--- src/rtl/fdsu_pkg.sv ---
`timescale 1ns / 1ps
package fdsu_pkg;

    localparam int STACK_DEPTH = 4096;
    localparam int ADDR_W      = $clog2(STACK_DEPTH);
    localparam int DEPTH_W     = $clog2(STACK_DEPTH + 1);

    localparam logic [5:0] CMD_PUSH    = 6'd0;
    localparam logic [5:0] CMD_ADD     = 6'd1;
    localparam logic [5:0] CMD_SUB     = 6'd2;
    localparam logic [5:0] CMD_MUL     = 6'd3;
    localparam logic [5:0] CMD_DIV     = 6'd4;
    localparam logic [5:0] CMD_MOD     = 6'd5;
    localparam logic [5:0] CMD_DIVMOD  = 6'd6;
    localparam logic [5:0] CMD_AND     = 6'd7;
    localparam logic [5:0] CMD_OR      = 6'd8;
    localparam logic [5:0] CMD_XOR     = 6'd9;
    localparam logic [5:0] CMD_LSHIFT  = 6'd10;
    localparam logic [5:0] CMD_RSHIFT  = 6'd11;
    localparam logic [5:0] CMD_NEGATE  = 6'd12;
    localparam logic [5:0] CMD_PRINT   = 6'd13;
    localparam logic [5:0] CMD_ABS     = 6'd14;
    localparam logic [5:0] CMD_MAX     = 6'd15;
    localparam logic [5:0] CMD_MIN     = 6'd16;
    localparam logic [5:0] CMD_DROP    = 6'd17;
    localparam logic [5:0] CMD_2DROP   = 6'd18;
    localparam logic [5:0] CMD_DUP     = 6'd19;
    localparam logic [5:0] CMD_2DUP    = 6'd20;
    localparam logic [5:0] CMD_ROT     = 6'd21;
    localparam logic [5:0] CMD_OVER    = 6'd22;
    localparam logic [5:0] CMD_2OVER   = 6'd23;
    localparam logic [5:0] CMD_SWAP    = 6'd24;
    localparam logic [5:0] CMD_2SWAP   = 6'd25;
    localparam logic [5:0] CMD_NIP     = 6'd26;
    localparam logic [5:0] CMD_TUCK    = 6'd27;
    localparam logic [5:0] CMD_INC     = 6'd28;
    localparam logic [5:0] CMD_DEC     = 6'd29;
    localparam logic [5:0] CMD_EQ      = 6'd30;
    localparam logic [5:0] CMD_ZEQ     = 6'd31;
    localparam logic [5:0] CMD_NE      = 6'd32;
    localparam logic [5:0] CMD_GT      = 6'd33;
    localparam logic [5:0] CMD_ZGT     = 6'd34;
    localparam logic [5:0] CMD_GE      = 6'd35;
    localparam logic [5:0] CMD_LT      = 6'd36;
    localparam logic [5:0] CMD_ZLT     = 6'd37;
    localparam logic [5:0] CMD_LE      = 6'd38;

    localparam logic [1:0] ST_OK    = 2'd0;
    localparam logic [1:0] ST_OVER  = 2'd1;
    localparam logic [1:0] ST_UNDER = 2'd2;
    localparam logic [1:0] ST_DIV0  = 2'd3;

    typedef struct packed {
        logic [5:0]         command;
        logic signed [63:0] push_value;
    } fdsu_in_t;

    typedef struct packed {
        logic signed [63:0] print_value;
        logic               print_valid;
        logic signed [63:0] top_value;
        logic [12:0]        depth_after;
        logic [1:0]         status;
    } fdsu_out_t;

    typedef struct packed {
        logic       start;
        logic       sign_q;
        logic       sign_r;
        logic [63:0] num;
        logic [63:0] den;
    } fdsu_div_req_t;

    function automatic logic [2:0] pop_cnt(input logic [5:0] c);
        case (c)
            CMD_PUSH: return 3'd0;
            CMD_NEGATE, CMD_PRINT, CMD_ABS, CMD_DROP, CMD_DUP,
            CMD_INC, CMD_DEC, CMD_ZEQ, CMD_ZGT, CMD_ZLT: return 3'd1;
            CMD_ROT: return 3'd3;
            CMD_2OVER, CMD_2SWAP: return 3'd4;
            default: return (c <= CMD_LE) ? 3'd2 : 3'd0;
        endcase
    endfunction

    function automatic logic [2:0] push_cnt(input logic [5:0] c);
        case (c)
            CMD_PRINT, CMD_DROP, CMD_2DROP: return 3'd0;
            CMD_DIVMOD, CMD_DUP, CMD_SWAP: return 3'd2;
            CMD_ROT, CMD_OVER, CMD_TUCK: return 3'd3;
            CMD_2DUP, CMD_2SWAP: return 3'd4;
            CMD_2OVER: return 3'd6;
            default: return (c <= CMD_LE) ? 3'd1 : 3'd0;
        endcase
    endfunction

endpackage

--- src/rtl/fdsu_divider.sv ---
`timescale 1ns / 1ps
module fdsu_divider (
    input  logic                   clk,
    input  logic                   rst_n,
    input  fdsu_pkg::fdsu_div_req_t req,
    output logic                   done,
    output logic [63:0]            quot,
    output logic [63:0]            rem
);
    import fdsu_pkg::*;

    logic [6:0]  cnt_reg, cnt_next;
    logic        run_reg, run_next;
    logic        done_reg, done_next;
    logic [63:0] q_reg, q_next;
    logic [64:0] r_reg, r_next;
    logic [63:0] d_reg, d_next;
    logic        sq_reg, sq_next, sr_reg, sr_next;
    logic [64:0] trial;
    logic [64:0] shifted;

    // one restoring step per cycle, magnitude in q_reg shifting out
    always_comb
    begin
        shifted   = {r_reg[63:0], q_reg[63]};
        trial     = shifted - {1'b0, d_reg};
        cnt_next  = cnt_reg;
        run_next  = run_reg;
        done_next = 1'b0;
        q_next    = q_reg;
        r_next    = r_reg;
        d_next    = d_reg;
        sq_next   = sq_reg;
        sr_next   = sr_reg;
        if (req.start)
        begin
            run_next = 1'b1;
            cnt_next = 7'd0;
            q_next   = req.num;
            r_next   = '0;
            d_next   = req.den;
            sq_next  = req.sign_q;
            sr_next  = req.sign_r;
        end
        else if (run_reg)
        begin
            if (trial[64])
            begin
                r_next = shifted;
                q_next = {q_reg[62:0], 1'b0};
            end
            else
            begin
                r_next = trial;
                q_next = {q_reg[62:0], 1'b1};
            end
            cnt_next = cnt_reg + 7'd1;
            if (cnt_reg == 7'd63)
            begin
                run_next  = 1'b0;
                done_next = 1'b1;
            end
        end
    end

    always_ff @(posedge clk or negedge rst_n)
    begin
        if (!rst_n)
        begin
            run_reg  <= 1'b0;
            done_reg <= 1'b0;
            cnt_reg  <= '0;
        end
        else
        begin
            run_reg  <= run_next;
            done_reg <= done_next;
            cnt_reg  <= cnt_next;
        end
    end

    always_ff @(posedge clk)
    begin
        q_reg  <= q_next;
        r_reg  <= r_next;
        d_reg  <= d_next;
        sq_reg <= sq_next;
        sr_reg <= sr_next;
    end

    assign done = done_reg;
    assign quot = sq_reg ? (64'd0 - q_reg) : q_reg;
    assign rem  = sr_reg ? (64'd0 - r_reg[63:0]) : r_reg[63:0];

endmodule

--- config.mk ---
export PLATFORM = sky130hd
export DESIGN_NAME = fdsu_divider
export DESIGN_NICKNAME = d
export VERILOG_FILES = /design/src/rtl/fdsu_pkg.sv /design/src/rtl/fdsu_divider.sv
export SDC_FILE = /design/constraint.sdc
export NUM_CORES = 1
export LEC_CHECK = 0
export BUFFER_PORTS_ARGS = -buffer_cell sky130_fd_sc_hd__clkbuf_2
export CAP_MARGIN = 20
export CORE_MARGIN = 1
export CORE_UTILIZATION = 50
export DETAILED_ROUTE_END_ITERATION = 8
export GPL_TIMING_DRIVEN = 1
export PLACE_DENSITY_LB_ADDON = 0.08
export SYNTH_ARGS = -nofsm -noshare
export SYNTH_HDL_FRONTEND = slang
export SYNTH_SLANG_ARGS = --single-unit
--- constraint.sdc ---
create_clock -name clk -period 6.3 [get_ports clk]
set_input_delay 0.63 -clock clk [delete_from_list [all_inputs] [get_ports clk]]
set_output_delay 0.63 -clock clk [all_outputs]
set_load 0.005 [all_outputs]
Yosys cells after proc, flatten, opt, wreduce, memory -nomap -nowiden
Cells that the tools add are included.
{"block": "word_totals", "ff_bits": 203, "in_bits": 133, "elab_cells": 28}
{"block": "op_classes", "add_sub_neg": 4, "n_eq_ne": 1, "muxes": 14, "reduce_logical": 1}
{"cell": "64-bit 2-to-1 mux", "count": 5}
{"cell": "1-bit by 64-bit subtractor with 64-bit output (first input constant)", "count": 2}
{"cell": "65-bit by 64-bit subtractor with 65-bit output", "count": 1}
{"cell": "7-bit 2-to-1 mux", "count": 2}
{"cell": "7-bit by 1-bit adder with 7-bit output (second input constant)", "count": 1}
{"cell": "7-bit by 6-bit == test with 1-bit output (second input constant)", "count": 1}
{"cell": "1-bit 2-to-1 mux", "count": 7}
{"cell": "2-bit nonzero test", "count": 1}

Depth between registers and ports, before layout
Gate-level depths: netlist of the first run.
{"block": "depth", "ltp_word": 4, "ltp_mapped": 16}

Worst setup path after synthesis of the first run
Ideal clock, no wire load.
{"block": "synth_path", "path_type": "register to output", "start": "reg q_reg[11]", "end": "out quot[61]", "arrival_time_ps": 3615, "slack_ps": 2055, "stages_incl_launch_ff": 11, "path_buffers": 1, "cell_sequence": "edfxtp_1 > or4_4 > or3_4 > or3_1 > or2_1 > or3_1 > buf_2 > or4_4 > or3_4 > o41ai_2 > xnor2_1"}
{"block": "synth_via", "elab_chain_cells": 2}
{"item": "start, declared", "line_no": "fdsu_divider.sv:15", "source": "logic [63:0] q_reg, q_next;"}
{"item": "start signal, assigned", "line_no": "fdsu_divider.sv:84", "source": "q_reg <= q_next;"}
{"item": "1-bit by 64-bit subtractor with 64-bit output", "line_no": "fdsu_divider.sv:92", "source": "assign quot = sq_reg ? (64'd0 - q_reg) : q_reg;"}
{"item": "64-bit 2-to-1 mux", "line_no": "fdsu_divider.sv:92"}
{"item": "end, declared", "line_no": "fdsu_divider.sv:7", "source": "output logic [63:0] quot,"}
Every way passes these cells.

Worst setup path after layout of the first run
Ends and elaborated chain as after synthesis.

==> results of run 1 <==
[routing by layer]
metal  vias to the layer above  wire (µm)
met3                        68       2670
met5                         -          0
met2                       472      18200
met1                      6084      18400
met4                         0       1110
li1                       6260          -
[path summary, 6_finish.rpt]
| path | start | to | slack [ns] | cells after the start |
|---|---|---|---|---|
| min reg2reg | r_reg[1] | r_reg[1] | 0.54 | 2 |
| max in group asynchronous | rst_n | run_reg | 5.51 | 2 |
| max | q_reg[11] | quot[61] | 1.06 | 10 |
| min in group asynchronous | rst_n | cnt_reg[6] | 0.57 | 2 |
| min | req[128] | sr_reg | 0.28 | 1 |
| max reg2reg | r_reg[50] | r_reg[55] | 1.51 | 13 |
[layout make-up]
cell class,count,area share [%]
clock buffers,36,4.12
clock inverters,8,0.255
inverters,85,1.91
multi-input cells,1228,50.0
flip-flops and latches,203,32.5
well taps,378,2.84
repair buffers,272,8.46
[metrics by stage]
stage / worst slack (ns) / utilization (%)
3_3_place_gp: 1.57 / 56.9
5_1_grt: 0.857 / 59.5
4_1_cts: 1.05 / 59.5
3_5_place_dp: 1.54 / 56.9
2_1_floorplan: 2.05 / -
6_report: 1.06 / 59.5
[power by group through the flow]
stage / registers, mW / logic [mW] / clock network, mW
floorplan: 1.58 / 0.412 / 0
global placement: 1.60 / 0.675 / 0
detailed placement: 1.61 / 0.679 / 0
CTS: 1.58 / 0.683 / 1.34
global route: 1.59 / 0.755 / 1.39
finish: 1.58 / 0.683 / 1.31
[critical path, delay by kind of cell, from the launching register on]
kind                      cells  cell delay (ns)
AOI/OAI and AO/OA             1             0.31
xor gates and xnor gates      1             0.22
buffers and inverters         1             0.17
DFF                           1             0.45
and+or+nand+nor               7             2.94
[kinds of logic (layout without fill, tap and decap cells)]
| group | count (synthesis) | count (layout) | synth area share [%] |
|---|---|---|---|
| simple gates | 485 | 485 | 16.0 |
| compound gates | 419 | 419 | 19.1 |
| xor+xnor | 186 | 186 | 11.3 |
| fa+ha+maj | 68 | 68 | 5.97 |
| flops | 203 | 203 | 37.6 |
| mux | 70 | 70 | 5.41 |
| buf+inv | 172 | 401 | 4.55 |
[timing repair]
| action | CTS | global route |
|---|---|---|
| hold endpoints to repair | 9 | 0 |
| gates resized for setup | 0 | 0 |
| hold buffers | 1 | 0 |
[Yosys cell counts, types with 6 or more instances]
cell / count
a21oi_1: 102
dfrtp_1: 9
a311oi_1: 43
o21ai_0: 98
xnor2_1: 154
nor2b_1: 8
inv_1: 85
o21a_1: 6
o41ai_1: 15
xor2_1: 32
a31oi_1: 11
nand3_1: 13
nand2b_1: 17
nor2_1: 121
or3_1: 32
nand2_1: 189
or4_1: 21
dfxtp_1: 64
and3_1: 7
o31ai_1: 39
mux2i_1: 8
nor3_1: 17
a211oi_1: 16
o21bai_1: 13
nor4_1: 12
mux2_2: 62
or2_2: 7
edfxtp_1: 130
clkbuf_1: 79
nand4_1: 21
a21o_1: 39
ha_1: 67
==> results.tsv, run 1 <==
metric	value	unit
timing.hold.ws	0.276	ns
synth.distinct_cells	62	
cts_sinks	203	
grt_use_met3	3.59	%
cp-start-kind	flop	
grt_antenna_before_repair	0	
syn_area	14400	µm²
met1_usage	36.4	%
drt_iter0_drc	1024	
ys_ff_latch	203	
cts_setup_buffers	0	
p_leak	7.19	nW
port_buffers	261	
finalNonFillerCells	2210	
synth_nets	1804	
grt_pass1_vias	12100	
avgSynthCellArea	8.98	µm²
cts_buffer_depth	3	
area_delta_synth_final	15.9	%
seq_area_frac_synth	37.6	%
clkTransAtPathRegs	0.06	ns
post_dp_cell_area	15900	µm²
worstMarginPinSlew	1.02	ns
antenna_left	0	
cts_tree	built	
cp_max_fo	8	
synthArstFlopShare	4.43	%
cts_buffers	24	
nets	2015	
power_switching	0.995	mW
critPathArrivalTime	4.61	ns
drv_cap	0	
synth.area.top_cells	edfxtp_1 27%, xnor2_1 9.4%, dfxtp_1 8.9%	
worstSetupPathType	flop to output port	
drive_gt1_share	21.3	%
p_int	2.57	mW
peakVddDrop	0.219	mV
rows	61	
gr-usage-all-layers	26.6	%
dieArea	29500	µm²
diodes	0	
hold_violations	0	
pwr-share-seq	44.3	%
status	complete, no violations	
place_congestion	0.893	
cp_cell_sequence	or4_4 > or3_4 > or3_1 > or2_1 > or3_1 > or4_4 > or3_4 > o41ai_2 > xnor2_1 > clkbuf_2	
critPathMaxStageDelay	0.57	ns
max_freq	191	MHz
vias	12900	
yosys_warnings	0	
mostFrequentLayoutCell	clkbuf_2	
fillers	2538	
total_power	3.57	mW
drc	0	
critPathSlowestCell	or4_4	
combPwrFrac	19.1	%
cts-root-buf	clkbuf_16	
grt_pass1_wl	62.5	mm
synth_edf_count	130	
die_w	172	µm
core	28000	µm²
cp-end-kind	output port	
wl	40.4	mm
synth_ff_type	edfxtp_1	
period_share	83.2	%
finalClockSkew	0.0135	ns
min_path_type	input pin to flop	
multi_input_area	8330	µm²
required	5.67	ns
h-tree-depth	1	
placed_cells_incl_taps	2165	
power_density	214	nW/µm²
hpwl	30.1	mm
finalSetupTns	0	ns
overflow	0	
design_area	16700	µm²
worst_skew_pair.late_latency	0.53	ns
grt.busiest_layer	met2	
setup_violations	0	
slew_headroom	30.5	%
drt_pass1_iterations	5	
wl_per_cell	18.3	µm
netlist_instances	1603	
start_util	51.4	%
yosysTopAreaCellShare	27.1	%
rsz0062_at_grt	no	
grt_max_degree	142	
final_max_slew_viol_count	0	
seq_area	5410	µm²
mostFrequentLayoutCells	260 x clkbuf_2, 189 x nand2_1, 154 x xnor2_1	
synth.largest_area_cell	edfxtp_1	
die_y	172	µm
pin_count	262	
switching_share	27.9	%
grt.met2_usage	43.2	%
clockPowerShare	36.6	%
min_period	5.24	ns
via_per_inst	5.83	
(Power assumes the default switching activity.)
==> inputs of run 2 (changes only) <==
Clock period 6.3 ns to 4.7 ns, I/O delays scaled along.
==> results.tsv, run 2 (synthesis results as in run 1) <==
metric	value	unit	change
clockPowerShare	37.9	%	was 36.6%
whs_path_depth	1		unchanged
met3_length	2.79	mm	was 2.67 mm
total_power	4.94	mW	was 3.57 mW
grt_pass1_wl	63.4	mm	was 62.5 mm
power_switching	1.34	mW	was 0.995 mW
combPwrFrac	19.1	%	about the same
grt_max_degree	105		was 142
port_buffers	261		unchanged
worst_skew_pair.late_latency	0.52	ns	was 0.53 ns
dieArea	29500	µm²	unchanged
cts_buffers	25		was 24
cts_tree	built		unchanged
cp_max_fo	4		was 8
mostFrequentLayoutCell	clkbuf_2		unchanged
antenna_left	0		unchanged
worstSetupPathType	flop to output port		unchanged
drive_gt1_share	23.3	%	was 21.3%
grt_antenna_before_repair	0		unchanged
die_y	172	µm	unchanged
pre_cts_ws	0.316	ns	was 1.54 ns
p_leak	7.38	nW	was 7.19 nW
drt_iter0_drc	968		was 1024
start_util	51.4	%	unchanged
cp-end-kind	output port		unchanged
placed_cells_incl_taps	2173		was 2165
path_common_cell	or3_4		
final_max_slew_viol_count	0		unchanged
final_util	60.9	%	was 59.5%
finalClockSkew	0.0144	ns	was 0.0135 ns
setup_ws	0.0250	ns	was 1.06 ns
highest_layer	met4		unchanged
setup_violations	0		unchanged
place_congestion	0.898		was 0.893
core	28000	µm²	unchanged
wl_met2	18.5	mm	was 18.2 mm
rsz0062_at_grt	yes		was no
gr-usage-all-layers	27.0	%	was 26.6%
area_delta_synth_final	18.5	%	was 15.9%
r2r-end	r_reg[22]		was r_reg[55]
cts_buffer_depth	3		unchanged
hold_end	d_reg[17]		was sr_reg
max_freq	214	MHz	
regToRegSetupSlack	0.48	ns	was 1.51 ns
cts_sinks	203		unchanged
peakVddDrop	0.220	mV	was 0.219 mV
hpwl	30.2	mm	was 30.1 mm
finalSetupTns	0	ns	unchanged
slew_headroom	27.7	%	was 30.5%
mostFrequentLayoutCells	255 x clkbuf_2, 189 x nand2_1, 153 x xnor2_1		was 260 x clkbuf_2, 189 x nand2_1, 154 x xnor2_1
min_path_type	input pin to flop		unchanged
overflow	0		unchanged
vias	12900		about the same
hold_violations	0		unchanged
diodes	0		unchanged
wl	40.7	mm	was 40.4 mm
critPathArrivalTime	4.20	ns	was 4.61 ns
drc	0		unchanged
switching_share	27.1	%	was 27.9%
reg2reg_depth	13		unchanged
rows	61		unchanged
min_period	4.67	ns	
pwr-share-seq	43.0	%	was 44.3%
power_density	290	nW/µm²	was 214 nW/µm²
critPathSlowestCell	or4_4		unchanged
h-tree-depth	1		unchanged
cp-start-kind	flop		unchanged
pin_count	262		unchanged
wl_met1	18.4	mm	about the same
fillers	2504		was 2538
worstMarginPinSlew	1.08	ns	was 1.02 ns
worstReg2RegStart	r_reg[54]		was r_reg[50]
drv_cap	0		unchanged
min_from	req[17]		was req[128]
required	4.23	ns	was 5.67 ns
via_per_inst	5.80		was 5.83
cp_cell_sequence	or4_4 > or3_4 > or3_4 > or2_4 > or3_4 > or4_4 > or3_4 > o31ai_2 > xnor2_1 > buf_2		was or4_4 > or3_4 > or3_1 > or2_1 > or3_1 > or4_4 > or3_4 > o41ai_2 > xnor2_1 > clkbuf_2
period_share	99.5	%	
grt_pass1_vias	12100		about the same
critPathMaxStageDelay	0.55	ns	was 0.57 ns
status	complete, no violations		unchanged
wl_per_cell	18.2	µm	was 18.3 µm
die_w	172	µm	unchanged
p_int	3.60	mW	was 2.57 mW
finalNonFillerCells	2231		was 2210
clkTransAtPathRegs	0.06	ns	about the same
nets	2037		was 2015
cts-root-buf	clkbuf_16		unchanged
drt_pass1_iterations	5		unchanged
[run 2: area by class of cell]
type / instances / area (µm²) / area share, %
Multi-Input combinational cell: 1228 / 8470 / 49.7
Sequential cell: 203 / 5410 / 31.7
Timing Repair Buffer: 293 / 1590 / 9.31
Clock buffer: 37 / 701 / 4.11
Tap cell: 378 / 473 / 2.77
Inverter: 85 / 319 / 1.87
Clock inverter: 7 / 87.6 / 0.513
[run 2: metal layers]
layer / track usage, % / vias up
li1: - / 6318
met1: 37.4 / 6099
met2: 43.4 / 452
met3: 4.05 / 61
met4: 7.88 / 0
met5: 0 / -
[run 2: repair_timing]
action                                  4_1_cts  5_1_grt
gates resized for setup                      11       18
hold buffers                                  1        0
pin swaps                                     5        5
endpoints found under the setup margin        9       14
endpoints found under the hold margin         9        0
setup buffers                                 6        6
[run 2: per-stage QoR]
stage          area [µm²]  hold WS (ns)
2_1_floorplan       14400         0.174
3_3_place_gp        16000         0.340
3_5_place_dp        16000         0.343
4_1_cts             16900         0.101
5_1_grt             17100         0.107
6_report            17100         0.121
[run 2: worst max path at each step]
stage	from	slack, ns	end	cells past startpoint
2_1_floorplan	q_reg[11]	0.61	quot[61]	10
3_3_place_gp	q_reg[11]	0.36	quot[61]	10
3_5_place_dp	q_reg[11]	0.32	quot[63]	10
4_1_cts	q_reg[9]	0.008	quot[61]	10
5_1_grt	q_reg[9]	-0.09	quot[61]	10
6_report	q_reg[9]	0.03	quot[53]	10
[run 2: worst max-delay path: cells and delay by family, from the launching register on]
family,cells,cell delay [ns]
AND/OR/NAND/NOR,7,2.75
buffers and inverters,1,0.16
XOR/XNOR,1,0.18
AO/OA/AOI/OAI,1,0.21
flip-flops,1,0.38
[run 2: power by group through the flow]
stage	Clock (mW)	Sequential, mW	Combinational, mW
2_1_floorplan	0	2.12	0.553
3_3_place_gp	0	2.16	0.902
3_5_place_dp	0	2.16	0.907
4_1_cts	1.91	2.12	0.925
5_1_grt	1.98	2.14	1.04
6_report	1.87	2.12	0.943
